--- src/rtl/psteer_pkg.sv ---
`timescale 1ns / 1ps

package psteer_pkg;

  // Default values of the top-level parameters.
  localparam int FRAC_BITS_DEF = 16;
  localparam int SUM_BITS_DEF  = 32;

  // Fixed field widths.
  localparam int REFL_W      = 7;
  localparam int GAIN_W      = 24;
  localparam int SET_W       = 8;
  localparam int LIM_W       = 7;
  localparam int ERR_W       = 9;
  localparam int DIFF_W      = 10;
  localparam int DRIVE_W     = 9;
  localparam int STEER_W     = 24;
  localparam int CFG_IDX_W   = 3;
  localparam int CFG_DATA_W  = 24;
  localparam int IN_DATA_W   = 16;
  localparam int OUT_DATA_W  = 48;
  localparam int STAGES      = 5;

  // Register reset values.
  localparam logic [GAIN_W-1:0] PROP_RST   = 24'd65536;
  localparam logic [GAIN_W-1:0] INT_RST    = 24'd33;
  localparam logic [GAIN_W-1:0] DERIV_RST  = 24'd655360;
  localparam logic [SET_W-1:0]  SET_RST    = 8'd0;
  localparam logic [LIM_W-1:0]  LIM_RST    = 7'd100;
  localparam logic [LIM_W-1:0]  BASE_RST   = 7'd100;

  // Configuration register indexes.
  typedef enum logic [CFG_IDX_W-1:0] {
    REG_PROP     = 3'd0,
    REG_INT      = 3'd1,
    REG_DERIV    = 3'd2,
    REG_SETPOINT = 3'd3,
    REG_LIMIT    = 3'd4,
    REG_BASE     = 3'd5
  } cfg_reg_t;

  // Load strobes of the pipeline stages.
  typedef struct packed {
    logic ld_in;
    logic ld_err;
    logic ld_prod;
    logic ld_clamp;
    logic ld_out;
  } pipe_ld_t;

endpackage

--- src/rtl/psteer_err.sv ---
`timescale 1ns / 1ps

module psteer_err
  import psteer_pkg::*;
#(
  parameter int SUM_BITS = SUM_BITS_DEF
) (
  input  logic                       clk,
  input  logic                       rst_n,
  input  pipe_ld_t                   ld,
  input  logic [REFL_W-1:0]          refl_left,
  input  logic [REFL_W-1:0]          refl_right,
  input  logic signed [SET_W-1:0]    setpoint,
  output logic signed [ERR_W-1:0]    err_o,
  output logic signed [DIFF_W-1:0]   diff_o,
  output logic signed [SUM_BITS-1:0] sum_o
);

  logic [REFL_W-1:0]          left_r, right_r;
  logic signed [ERR_W-1:0]    prev_err_r;
  logic signed [SUM_BITS-1:0] sum_r, sum_nxt;
  logic signed [ERR_W-1:0]    err_nxt, err_r;
  logic signed [DIFF_W-1:0]   diff_nxt, diff_r;
  logic signed [DIFF_W-1:0]   inc;
  logic signed [SUM_BITS:0]   sum_wide;
  logic signed [SUM_BITS-1:0] sum_q_r;
  logic signed [ERR_W-1:0]    rl_diff;

  always_comb begin
    rl_diff  = $signed({2'b00, right_r}) - $signed({2'b00, left_r});
    err_nxt  = ERR_W'(setpoint) - rl_diff;
    inc      = DIFF_W'(err_nxt) + DIFF_W'(prev_err_r);
    diff_nxt = DIFF_W'(err_nxt) - DIFF_W'(prev_err_r);
    sum_wide = (SUM_BITS + 1)'(sum_r) + (SUM_BITS + 1)'(inc);
    // Saturate when the two top bits of the widened sum disagree.
    if (sum_wide[SUM_BITS] != sum_wide[SUM_BITS-1]) begin
      sum_nxt = sum_wide[SUM_BITS] ? {1'b1, {(SUM_BITS-1){1'b0}}}
                                   : {1'b0, {(SUM_BITS-1){1'b1}}};
    end else begin
      sum_nxt = sum_wide[SUM_BITS-1:0];
    end
  end

  always_ff @(posedge clk) begin
    if (ld.ld_in) begin
      left_r  <= refl_left;
      right_r <= refl_right;
    end
    if (ld.ld_err) begin
      err_r   <= err_nxt;
      diff_r  <= diff_nxt;
      sum_q_r <= sum_nxt;
    end
  end

  always_ff @(posedge clk) begin
    if (!rst_n) begin
      prev_err_r <= '0;
      sum_r      <= '0;
    end else if (ld.ld_err) begin
      prev_err_r <= err_nxt;
      sum_r      <= sum_nxt;
    end
  end

  assign err_o  = err_r;
  assign diff_o = diff_r;
  assign sum_o  = sum_q_r;

endmodule

--- src/rtl/psteer_mul.sv ---
`timescale 1ns / 1ps

module psteer_mul
  import psteer_pkg::*;
#(
  parameter int SUM_BITS = SUM_BITS_DEF,
  localparam int LO_W    = SUM_BITS / 2,
  localparam int HI_W    = SUM_BITS - LO_W,
  localparam int PP_W    = GAIN_W + ERR_W,
  localparam int PD_W    = GAIN_W + DIFF_W,
  localparam int PL_W    = GAIN_W + LO_W + 1,
  localparam int PH_W    = GAIN_W + HI_W
) (
  input  logic                       clk,
  input  pipe_ld_t                   ld,
  input  logic signed [GAIN_W-1:0]   prop_gain,
  input  logic signed [GAIN_W-1:0]   int_gain,
  input  logic signed [GAIN_W-1:0]   deriv_gain,
  input  logic signed [ERR_W-1:0]    err,
  input  logic signed [DIFF_W-1:0]   diff,
  input  logic signed [SUM_BITS-1:0] err_sum,
  output logic signed [PP_W-1:0]     p_prop_o,
  output logic signed [PD_W-1:0]     p_der_o,
  output logic signed [PL_W-1:0]     p_ilo_o,
  output logic signed [PH_W-1:0]     p_ihi_o
);

  // The integral product is split into two partial products on the
  // halves of the sum; they are recombined after this register.
  logic signed [LO_W:0]   sum_lo;
  logic signed [HI_W-1:0] sum_hi;
  logic signed [PP_W-1:0] p_prop_r;
  logic signed [PD_W-1:0] p_der_r;
  logic signed [PL_W-1:0] p_ilo_r;
  logic signed [PH_W-1:0] p_ihi_r;

  assign sum_lo = $signed({1'b0, err_sum[LO_W-1:0]});
  assign sum_hi = err_sum[SUM_BITS-1:LO_W];

  always_ff @(posedge clk) begin
    if (ld.ld_prod) begin
      p_prop_r <= PP_W'(prop_gain) * PP_W'(err);
      p_der_r  <= PD_W'(deriv_gain) * PD_W'(diff);
      p_ilo_r  <= PL_W'(int_gain) * PL_W'(sum_lo);
      p_ihi_r  <= PH_W'(int_gain) * PH_W'(sum_hi);
    end
  end

  assign p_prop_o = p_prop_r;
  assign p_der_o  = p_der_r;
  assign p_ilo_o  = p_ilo_r;
  assign p_ihi_o  = p_ihi_r;

endmodule

--- src/rtl/psteer_out.sv ---
`timescale 1ns / 1ps

module psteer_out
  import psteer_pkg::*;
#(
  parameter int FRAC_BITS = FRAC_BITS_DEF,
  parameter int SUM_BITS  = SUM_BITS_DEF,
  localparam int LO_W     = SUM_BITS / 2,
  localparam int HI_W     = SUM_BITS - LO_W,
  localparam int PP_W     = GAIN_W + ERR_W,
  localparam int PD_W     = GAIN_W + DIFF_W,
  localparam int PL_W     = GAIN_W + LO_W + 1,
  localparam int PH_W     = GAIN_W + HI_W
) (
  input  logic                     clk,
  input  pipe_ld_t                 ld,
  input  logic signed [PP_W-1:0]   p_prop,
  input  logic signed [PD_W-1:0]   p_der,
  input  logic signed [PL_W-1:0]   p_ilo,
  input  logic signed [PH_W-1:0]   p_ihi,
  input  logic [LIM_W-1:0]         steer_limit,
  input  logic [LIM_W-1:0]         base_speed,
  output logic [DRIVE_W-1:0]       left_drive,
  output logic [DRIVE_W-1:0]       right_drive,
  output logic [STEER_W-1:0]       steer_value
);

  localparam int SW = GAIN_W + SUM_BITS + 3;
  localparam int CW = LIM_W + FRAC_BITS + 1;
  localparam int DW = CW + 1;
  localparam int XW = (CW > STEER_W) ? CW : STEER_W;

  logic signed [SW-1:0]   total, lim_wide;
  logic signed [CW-1:0]   lim_s, base_s;
  logic signed [CW-1:0]   clamp_nxt, clamp_r;
  logic signed [DW-1:0]   b_plus, b_minus;
  logic signed [XW-1:0]   steer_x;
  logic [DRIVE_W-1:0]     left_r, right_r;
  logic [STEER_W-1:0]     steer_r;

  always_comb begin
    total    = SW'(p_prop) + SW'(p_der) + SW'(p_ilo) + (SW'(p_ihi) <<< LO_W);
    lim_s    = $signed({1'b0, steer_limit, {FRAC_BITS{1'b0}}});
    lim_wide = SW'(lim_s);
    if (total > lim_wide) begin
      clamp_nxt = lim_s;
    end else if (total < -lim_wide) begin
      clamp_nxt = -lim_s;
    end else begin
      clamp_nxt = CW'(total);
    end
  end

  // Arithmetic right shift rounds towards minus infinity.
  always_comb begin
    base_s  = $signed({1'b0, base_speed, {FRAC_BITS{1'b0}}});
    b_plus  = DW'(base_s) + DW'(clamp_r);
    b_minus = DW'(base_s) - DW'(clamp_r);
    steer_x = XW'(clamp_r);
  end

  always_ff @(posedge clk) begin
    if (ld.ld_clamp) begin
      clamp_r <= clamp_nxt;
    end
    if (ld.ld_out) begin
      left_r  <= DRIVE_W'(b_plus >>> FRAC_BITS);
      right_r <= DRIVE_W'(b_minus >>> FRAC_BITS);
      steer_r <= steer_x[STEER_W-1:0];
    end
  end

  assign left_drive  = left_r;
  assign right_drive = right_r;
  assign steer_value = steer_r;

endmodule

--- src/rtl/pid_line_steering.sv ---
`timescale 1ns / 1ps

// PID steering for a two-sensor line follower. Each input item carries a left
// and a right reflection reading; the block forms the error as setpoint minus
// (right - left), keeps the previous error and a saturating sum of the error
// plus the previous error, and returns one result item per input item with the
// clamped steering value (signed, FRAC_BITS fraction bits) and the two wheel
// speeds, each the floor of base power plus or minus the steering value. The
// block takes one item per clock cycle while the output is not stalled. An
// item passes through five register stages in order (input, error and state
// update, multiply, sum and clamp, output). The error sum is updated within
// the error stage, which is what lets consecutive items follow each other on
// every clock. Each stage holds its item while the stage after it is full and
// cannot move on, so a stalled output fills empty stages before the input
// stops taking items; when the output holds no item the input is always ready.
// Gains, setpoint, limit and base power are to be written through the
// configuration port only while the block is idle; the block itself does not
// enforce this, and the controller state is cleared only by reset.

module pid_line_steering
  import psteer_pkg::*;
#(
  parameter int FRAC_BITS = FRAC_BITS_DEF,
  parameter int SUM_BITS  = SUM_BITS_DEF
) (
  input  logic                   clk,
  input  logic                   rst_n,
  // Input items.
  input  logic                   in_tvalid,
  output logic                   in_tready,
  input  logic [IN_DATA_W-1:0]   in_tdata,   // [6:0] refl_left, [13:7] refl_right
  // Result items.
  output logic                   out_tvalid,
  input  logic                   out_tready,
  output logic [OUT_DATA_W-1:0]  out_tdata,  // [8:0] left_drive, [17:9] right_drive,
                                             // [41:18] steer_value
  // Configuration writes.
  input  logic                   cfg_we,
  input  logic [CFG_IDX_W-1:0]   cfg_index,
  input  logic [CFG_DATA_W-1:0]  cfg_wdata
);

  localparam int LO_W = SUM_BITS / 2;
  localparam int HI_W = SUM_BITS - LO_W;
  localparam int PP_W = GAIN_W + ERR_W;
  localparam int PD_W = GAIN_W + DIFF_W;
  localparam int PL_W = GAIN_W + LO_W + 1;
  localparam int PH_W = GAIN_W + HI_W;

  // Configuration registers.
  logic [GAIN_W-1:0] prop_r, int_r, deriv_r;
  logic [SET_W-1:0]  set_r;
  logic [LIM_W-1:0]  lim_r, base_r;

  always_ff @(posedge clk) begin
    if (!rst_n) begin
      prop_r  <= PROP_RST;
      int_r   <= INT_RST;
      deriv_r <= DERIV_RST;
      set_r   <= SET_RST;
      lim_r   <= LIM_RST;
      base_r  <= BASE_RST;
    end else if (cfg_we) begin
      case (cfg_reg_t'(cfg_index))
        REG_PROP:     prop_r  <= cfg_wdata[GAIN_W-1:0];
        REG_INT:      int_r   <= cfg_wdata[GAIN_W-1:0];
        REG_DERIV:    deriv_r <= cfg_wdata[GAIN_W-1:0];
        REG_SETPOINT: set_r   <= cfg_wdata[SET_W-1:0];
        REG_LIMIT:    lim_r   <= cfg_wdata[LIM_W-1:0];
        REG_BASE:     base_r  <= cfg_wdata[LIM_W-1:0];
        default: ;
      endcase
    end
  end

  // Pipeline occupancy. A stage can take an item when it is empty or when
  // the stage after it is taking its item in the same cycle.
  logic [STAGES-1:0] vld_r, vld_nxt, rdy, src_vld;
  pipe_ld_t          ld;

  always_comb begin
    rdy[STAGES-1] = !vld_r[STAGES-1] || out_tready;
    for (int k = STAGES - 2; k >= 0; k--) begin
      rdy[k] = !vld_r[k] || rdy[k+1];
    end
    src_vld = {vld_r[STAGES-2:0], in_tvalid};
    for (int k = 0; k < STAGES; k++) begin
      vld_nxt[k] = rdy[k] ? src_vld[k] : vld_r[k];
    end
    ld.ld_in    = rdy[0] && src_vld[0];
    ld.ld_err   = rdy[1] && src_vld[1];
    ld.ld_prod  = rdy[2] && src_vld[2];
    ld.ld_clamp = rdy[3] && src_vld[3];
    ld.ld_out   = rdy[4] && src_vld[4];
  end

  always_ff @(posedge clk) begin
    if (!rst_n) begin
      vld_r <= '0;
    end else begin
      vld_r <= vld_nxt;
    end
  end

  assign in_tready  = rdy[0];
  assign out_tvalid = vld_r[STAGES-1];

  // Datapath.
  logic signed [ERR_W-1:0]    err;
  logic signed [DIFF_W-1:0]   diff;
  logic signed [SUM_BITS-1:0] err_sum;
  logic signed [PP_W-1:0]     p_prop;
  logic signed [PD_W-1:0]     p_der;
  logic signed [PL_W-1:0]     p_ilo;
  logic signed [PH_W-1:0]     p_ihi;
  logic [DRIVE_W-1:0]         left_drive, right_drive;
  logic [STEER_W-1:0]         steer_value;

  psteer_err #(
    .SUM_BITS (SUM_BITS)
  ) u_err (
    .clk        (clk),
    .rst_n      (rst_n),
    .ld         (ld),
    .refl_left  (in_tdata[REFL_W-1:0]),
    .refl_right (in_tdata[2*REFL_W-1:REFL_W]),
    .setpoint   ($signed(set_r)),
    .err_o      (err),
    .diff_o     (diff),
    .sum_o      (err_sum)
  );

  psteer_mul #(
    .SUM_BITS (SUM_BITS)
  ) u_mul (
    .clk        (clk),
    .ld         (ld),
    .prop_gain  ($signed(prop_r)),
    .int_gain   ($signed(int_r)),
    .deriv_gain ($signed(deriv_r)),
    .err        (err),
    .diff       (diff),
    .err_sum    (err_sum),
    .p_prop_o   (p_prop),
    .p_der_o    (p_der),
    .p_ilo_o    (p_ilo),
    .p_ihi_o    (p_ihi)
  );

  psteer_out #(
    .FRAC_BITS (FRAC_BITS),
    .SUM_BITS  (SUM_BITS)
  ) u_out (
    .clk         (clk),
    .ld          (ld),
    .p_prop      (p_prop),
    .p_der       (p_der),
    .p_ilo       (p_ilo),
    .p_ihi       (p_ihi),
    .steer_limit (lim_r),
    .base_speed  (base_r),
    .left_drive  (left_drive),
    .right_drive (right_drive),
    .steer_value (steer_value)
  );

  assign out_tdata = {{(OUT_DATA_W - 2*DRIVE_W - STEER_W){1'b0}},
                      steer_value, right_drive, left_drive};

endmodule

--- config.mk ---
export PLATFORM = sky130hd
export DESIGN_NAME = pid_line_steering
export DESIGN_NICKNAME = d
export VERILOG_FILES = /design/src/rtl/psteer_pkg.sv /design/src/rtl/psteer_err.sv /design/src/rtl/psteer_mul.sv /design/src/rtl/psteer_out.sv /design/src/rtl/pid_line_steering.sv
export SDC_FILE = /design/constraint.sdc
export NUM_CORES = 2
export LEC_CHECK = 0
export ABC_AREA = 0
export BUFFER_PORTS_ARGS = -buffer_cell sky130_fd_sc_hd__buf_2
export CORE_MARGIN = 3
export CORE_UTILIZATION = 60
export DETAILED_ROUTE_END_ITERATION = 7
export PLACE_DENSITY = 0.83
export REMOVE_ABC_BUFFERS = 1
export SLEW_MARGIN = 20
export SYNTH_ARGS = -nofsm -noshare
export SYNTH_HDL_FRONTEND = slang
export SYNTH_SLANG_ARGS = --single-unit
--- constraint.sdc ---
create_clock -name clk -period 11.05 [get_ports clk]
set_input_delay 2.21 -clock clk [delete_from_list [all_inputs] [get_ports clk]]
set_output_delay 2.21 -clock clk [all_outputs]
set_load 0.03 [all_outputs]
# Word level (Yosys, flattened, before mapping)
# Cells that the tools add are included.
[op_classes] add_sub_neg=12 mul=4 magnitude_cmp=2 eq_ne=6 n_mux=4 n_reduce_logical=22
[op_table] operator="$mux W32" n=2
[op_table] operator="$add A59 B56 Y59" n=1
[op_table] operator="$gt A59 B24 Y1" n=1
[op_table] operator="$lt A59 B59 Y1" n=1
[op_table] operator="$neg A23 Y59" n=1
[op_table] operator="$add A35 B41 Y42" n=1
[op_table] operator="$mul A24 B17 Y41" n=1
[op_table] operator="$mul A24 B16 Y40" n=1
[op_table] operator="$add A33 B34 Y35" n=1
[op_table] operator="$mul A24 B10 Y34" n=1
[op_table] operator="$add A32 B10 Y33" n=1
[op_table] operator="$mul A24 B9 Y33" n=1
[op_table] operator="$add A24 B24 Y25" n=1
[op_table] operator="$sub A24 B24 Y25" n=1
[op_table] operator="$mux W24" n=1
[op_table] operator="$neg A23 Y24" n=1
[op_table] operator="$mux W23" n=1
[op_table] operator="$reduce_and A2 Y1" n=6
[op_table] operator="$add A9 B9 Y10" n=1
[op_table] operator="$sub A9 B9 Y10" n=1
[op_table] operator="$sub A8 B8 Y9" n=1
[op_table] operator="$sub A7 B7 Y8" n=1
[op_table] operator="$eq A3 B2 Y1 const B" n=2
[op_table] operator="$eq A3 B3 Y1 const B" n=2
[op_table] operator="other kinds (6)" n=18
[word_totals] regBits=419 input_bits=48

# Logic depth before layout (Yosys ltp)
[depth] ltp_word=7 mapped_depth=39

# Modules after synthesis
# Synthesis repeated with hierarchy kept, for this count alone.
[hier_totals] hier_cells=7418 area_unflattened_um2=69374.0
[modules_own_cells] mod="psteer_mul" n_inst=1 cells_per_inst=5014 area_per_inst_um2=47386.7 seq_area_each_um2=4444.3
[modules_own_cells] mod="psteer_out" n_inst=1 cells_per_inst=1277 area_per_inst_um2=10707.8 seq_area_each_um2=1981.9
[modules_own_cells] mod="psteer_err" n_inst=1 cells_per_inst=748 area_per_inst_um2=7420.9 seq_area_each_um2=2772.7
[modules_own_cells] mod="pid_line_steering" n_inst=1 cells_per_inst=379 area_per_inst_um2=3858.7 seq_area_each_um2=1981.9

# Least setup slack after synthesis
# No wires, ideal clock.
[synth_timing] path_kind="input -> register" from="in out_tready" to="reg u_mul.p_der_r[0], in the netlist u_mul.p_der_o[0], enable pin" setup_ns=0.674 arrival_time_ns=9.115 t_required_ns=10.376 setup_slack_ns=1.261 cell_stages=4 n_path_buf=1 path_cell_list="nor2b_1 and3_1 clkbuf_1 nor2b_1"
[synth_lines] item="from (decl)" line_no="pid_line_steering.sv:34" source="input logic out_tready,"
[synth_lines] item="to (signal assigned)" line_no="psteer_mul.sv:43" source="p_der_r <= PD_W'(deriv_gain) * PD_W'(diff);"
[synth_lines] item="to (decl)" line_no="psteer_mul.sv:33" source="logic signed [PD_W-1:0] p_der_r;"

# Worst setup path in the final report
[layout_timing] from="reg u_mul.p_prop_r[1], in the netlist u_mul.p_prop_o[1]" to="reg u_out.clamp_r[16] (data pin)"
[layout_between] elab_chain_len=6 word_cells_on_any_way=7
[layout_lines] item="from (decl)" line_no="psteer_mul.sv:32" source="logic signed [PP_W-1:0] p_prop_r;"
[layout_lines] item="from (signal assigned)" line_no="psteer_mul.sv:42" source="p_prop_r <= PP_W'(prop_gain) * PP_W'(err);"
[layout_lines] item="$add A33 B34 Y35 (*)" line_no="psteer_out.sv:42" source="total = SW'(p_prop) + SW'(p_der) + SW'(p_ilo) + (SW'(p_ihi) <<< LO_W);"
[layout_lines] item="$add A35 B41 Y42 (*)" line_no="psteer_out.sv:42"
[layout_lines] item="$add A59 B56 Y59 (*)" line_no="psteer_out.sv:42"
[layout_lines] item="$lt A59 B59 Y1" line_no="psteer_out.sv:47" source="end else if (total < -lim_wide) begin"
[layout_lines] item="$mux W24" line_no="psteer_out.sv:47"
[layout_lines] item="$mux W23 (*)" line_no="psteer_out.sv:45" source="if (total > lim_wide) begin"
[layout_lines] item="via u_out.clamp_nxt[16]" line_no="psteer_out.sv:35" source="logic signed [CW-1:0] clamp_nxt, clamp_r;"
[layout_lines] item="to (signal assigned)" line_no="psteer_out.sv:64" source="clamp_r <= clamp_nxt;"
[layout_lines] item="to (decl)" line_no="psteer_out.sv:35"
# Mark *: on every way through the listed nets, which the timed path passes. The rest lies on a longest branch.
# A chain may end at the register's enable or synchronous reset.

==> results list <==
- At the worst endpoint, the required time is between 10,000 and 15,000 ps.
- Biggest cell delay along the critical path: roughly 860 ps
* Final-stage net count: between 8,000 and 9,000
- Clk Latency, worst-skew pair: 660 ps
* Post-Layout Cell Count: approximately 8,500
- Max rail drop VDD: 336 uV
- DR pass1 iterations: 6
* Post-synthesis register bit count: 419
- CTS Root Cell: sky130_fd_sc_hd__clkbuf_16
- Initial detailed-routing violation count: 4,199
- Post_cts resized: 0
- Setup violations remaining at the end of the flow were counted as 0.
- Met2 GRT Util: a little under half
- The clock network is responsible for 10.7% of the overall power.
- Number of top-level pins: 98
* Data arrival time of the critical path: ~10,000 ps
* Setup Fix Bufs, Post-CTS: 0
* Outcome: finished, final reports clean
* Clock buffer count from CTS: 48
- From synthesis to final layout, the design area changed by 5.37%.
- The tightest min-delay check is of the register to register type.
- In this run, synthesis inferred between 200 and 300 flip-flops with an integrated enable.
- Max-cap violations in this run came to 0.
* Standard cell with the maximum stage delay on the critical path: sky130_fd_sc_hd__a2111oi_0
- Crit Path Class: register to register
* Post-detailed-placement cell area: about 0.07 sq mm
* Number of port buffers: around 90
* Warnings from Yosys: 0
- The via count of the first global-routing pass is 52,700.
- Number of max-slew violations in the final report: 0
* Setup crit start kind: register
* Global-route wire length before repair: 275 mm
- Unrepaired setup endpoints after global routing: no
- Switching power of the nets: 8670 uW
* Number of nets with antenna violations after routing: 0
* Power Internal: around 8000 uW
- Of the synthesized area, sequential elements account for about 17%.
- DRC violation count after routing: 0
* Sink Count: about 420
* Number of placement rows: 121
* Register share of total power: 15.9%
* Met3 track demand over resource in global routing: 6.95%
* Mapped Cells: between 7,000 and 8,000
* Maximum number of buffers from clock root to sink: 3
- Global routing used between 20% and 30% of the available tracks across all layers.
* Overflow after GRT: 0
- Kind of cell with the highest combined delay on the critical path: compound AO/OA/AOI/OAI gates
- Routed via count: between 40,000 and 50,000
- In this run the static leakage power is ~0.032 uW.
* Die W: approximately 340 um
* Met1 track demand over resource: between 30% and 40%
* Peak clock frequency supported by timing: 0.101 GHz
- Buffers inserted to repair hold after CTS numbered 0.
* Share of cells above drive strength 1: 4.40%
* Core Footprint: around 0.11 sq mm
- Cell area after synthesis: approximately 0.067 sq mm
- Detailed placement finished with a half-perimeter wire length of approximately 130 mm.
- Dpl cells: approximately 8,400
- Aggregate routed wire length: around 170 mm
- The H-tree was split into 2 levels.
* Async S/R FF share, synth: 0%
* Clock tree from TritonCTS: done
- The final hold violation count is 0.
* Setup TNS: 0 ps
- Average instance area after synthesis: between 9 and 10 sq um
- Vertical die dimension: between 300 and 400 um
- Critical Path End Type: register
* Headroom to the max-slew limit: between 20% and 30%
* Vias per inst: between 5 and 6
* Share of the clock period used by the worst path after layout: ~90%
- Summing all non-filler instances in the final layout gives an area of just over 0.07 sq mm.
- Once the floorplan was initialized, standard cells occupied about three fifths of the core.
- Drt wl/cell: 19.8 um
* Placer Congestion: 0.947
- Clock transition time at the flip-flop clock pins of the worst setup and hold paths: roughly 60 ps
- The floorplan step defined a die boundary enclosing 0.116 sq mm.
- Most used routing layer: met2
- Combinational cells account for between 70% and 80% of the total power.
- Entering global routing, the biggest net connects roughly 100 pins.
- The initial antenna violation count was 4.
* Layout fillers: between 8,000 and 9,000
- Number of buffers and inverters on the critical path: 4
* Count of distinct cell types in the synthesized netlist: 82
- Of all nets on the critical path, the largest fanout is 15.
- Layout Utilization: between 60% and 70%
* Commonest register cell after synthesis: sky130_fd_sc_hd__edfxtp_1
- In this run the power density over the cells is roughly 240 mW/mm^2.
- Slew at the pin with the worst max-slew slack: between 1000 and 1500 ps
- Fraction of power spent switching nets: approximately 52%
- Worst Skew: about 36 ps
* Min Clock Period, post-route: about 10000 ps
cell usage in the layout, fill, tap and decap left out, drive strengths merged, types with 52 or more instances in the layout:
cell type  instances
inv             1356
edfxtp           279
a21oi            249
buf              163
dfxtp            140
nor3              55
xor2              72
nand3             52
xnor2            201
nand2b           105
a21o             116
and2             487
a21boi            97
nor2             204
fa              1209
ha               546
o21ai            157
clkbuf            52
nand2            998
worst register-to-register path: cells and delay by family (launching register included):
kind                       cells  cell delay [ps]
AOI/OAI and AO/OA             15             4570
xor gates and xnor gates       1              150
adders and majority gates      5             1830
buffers and inverters          4              650
DFF                            1              410
muxes                          1              150
and+or+nand+nor                8             1870
power groups by stage:
stage | logic, uW | registers (uW) | clock network [uW]
3_5_place_dp | 11900 | 2700 | 0
5_1_grt | 13600 | 2680 | 1860
2_1_floorplan | 8580 | 2580 | 0
6_report | 12200 | 2660 | 1780
3_3_place_gp | 11500 | 2680 | 0
4_1_cts | 12000 | 2670 | 1810
kinds of logic (layout without fill, tap and decap cells):
logic type / Yosys count / after routing / synth area share [%]
and+or+nand+nor: 2065 / 2065 / 14.8
muxes: 19 / 19 / 0.284
DFF: 419 / 419 / 16.7
adders and majority gates: 1774 / 1774 / 46.7
buffers and inverters: 1646 / 1603 / 9.30
AOI/OAI and AO/OA: 886 / 886 / 8.66
xor gates and xnor gates: 273 / 273 / 3.57
other: 1 / 8 / 0.00561
synthesized netlist by cell type, types with 6 or more instances:
cell type,count,area (sq um)
sky130_fd_sc_hd__a21boi_0,97,728
sky130_fd_sc_hd__a21oi_1,247,1240
sky130_fd_sc_hd__and2_1,486,3040
sky130_fd_sc_hd__a21o_1,116,871
sky130_fd_sc_hd__maj3_1,19,190
sky130_fd_sc_hd__xnor2_1,201,1760
sky130_fd_sc_hd__o31ai_1,11,82.6
sky130_fd_sc_hd__edfxtp_1,279,8380
sky130_fd_sc_hd__and4_1,11,96.3
sky130_fd_sc_hd__clkbuf_1,282,1060
sky130_fd_sc_hd__o211ai_1,22,165
sky130_fd_sc_hd__a211oi_1,26,195
sky130_fd_sc_hd__mux2i_1,19,190
sky130_fd_sc_hd__o21ai_0,156,781
sky130_fd_sc_hd__o21bai_1,30,225
sky130_fd_sc_hd__nor4_1,13,81.3
sky130_fd_sc_hd__ha_1,546,6830
sky130_fd_sc_hd__o21a_1,48,360
sky130_fd_sc_hd__or3_1,17,106
sky130_fd_sc_hd__nand2_1,998,3750
sky130_fd_sc_hd__nand3_1,51,255
sky130_fd_sc_hd__a211o_1,6,52.6
sky130_fd_sc_hd__fa_1,1209,24200
sky130_fd_sc_hd__dfxtp_1,140,2800
sky130_fd_sc_hd__xor2_1,72,631
sky130_fd_sc_hd__nor2b_1,35,219
sky130_fd_sc_hd__and3_1,31,194
sky130_fd_sc_hd__o211a_1,7,70.1
sky130_fd_sc_hd__nor3_1,50,250
sky130_fd_sc_hd__a221oi_1,11,96.3
sky130_fd_sc_hd__nand2b_1,105,657
sky130_fd_sc_hd__o41ai_1,7,61.3
sky130_fd_sc_hd__inv_1,1350,5070
sky130_fd_sc_hd__o2111ai_1,10,87.6
sky130_fd_sc_hd__nor2_1,204,766
sky130_fd_sc_hd__o21ba_2,10,100
sky130_fd_sc_hd__buf_4,7,52.6
sky130_fd_sc_hd__a31oi_1,30,188
sky130_fd_sc_hd__or2_2,12,75.1
sky130_fd_sc_hd__or4_1,7,52.6
sky130_fd_sc_hd__nand4_1,23,144
worst paths after layout:
check,from,end,slack (ps),cells after the start
max,u_mul.p_prop_o[1],u_out.clamp_r[16],1140,34
min,u_out.clamp_r[5],u_out.steer_value[5],450,0
max reg2reg,u_mul.p_prop_o[1],u_out.clamp_r[16],1140,34
min reg2reg,u_out.clamp_r[5],u_out.steer_value[5],450,0
layout make-up:
class	count	area [sq um]	area share, %
Timing Repair Buffer	163	1070	1.52
Multi-Input combinational cell	5023	49600	70.3
Tap cell	1476	1850	2.62
Inverter	1350	5070	7.19
Clock buffer	52	1260	1.78
Clock inverter	38	492	0.698
Antenna cell	2	5.00	0.00710
Sequential cell	419	11200	15.9
flip-flops by register name, summed over array words and instances (netlist names), 9 cells and up:
signal             flops
u_out.clamp_r         24
u_out.left_drive       9
u_mul.p_prop_o        33
u_mul.p_ihi_o         40
u_out.steer_value     24
u_err.err_o            9
u_err.sum_o           32
int_r                 24
u_err.diff_o          10
u_err.prev_err_r       9
u_out.right_drive      9
u_err.sum_r           32
u_mul.p_ilo_o         41
prop_r                24
deriv_r               24
u_mul.p_der_o         34
per-stage QoR:
step | power [uW] | setup slack [ps] | hold WS, ps
floorplan | 11200 | 1340 | 427
global placement | 14200 | 1340 | 433
detailed placement | 14600 | 1190 | 436
CTS | 16500 | 1180 | 452
global route | 18200 | 506 | 457
finish | 16700 | 1140 | 449
metal layers:
| layer | up-vias | routed length (um) | share of wire (%) |
|---|---|---|---|
| met5 | - | 26 | 0.015 |
| met4 | 4 | 9120 | 5.4 |
| met3 | 544 | 17500 | 10 |
| met2 | 2381 | 77400 | 46 |
| met1 | 24600 | 64400 | 38 |
| li1 | 21900 | - | - |
No activity file was read; power rests on OpenSTA's default activity.
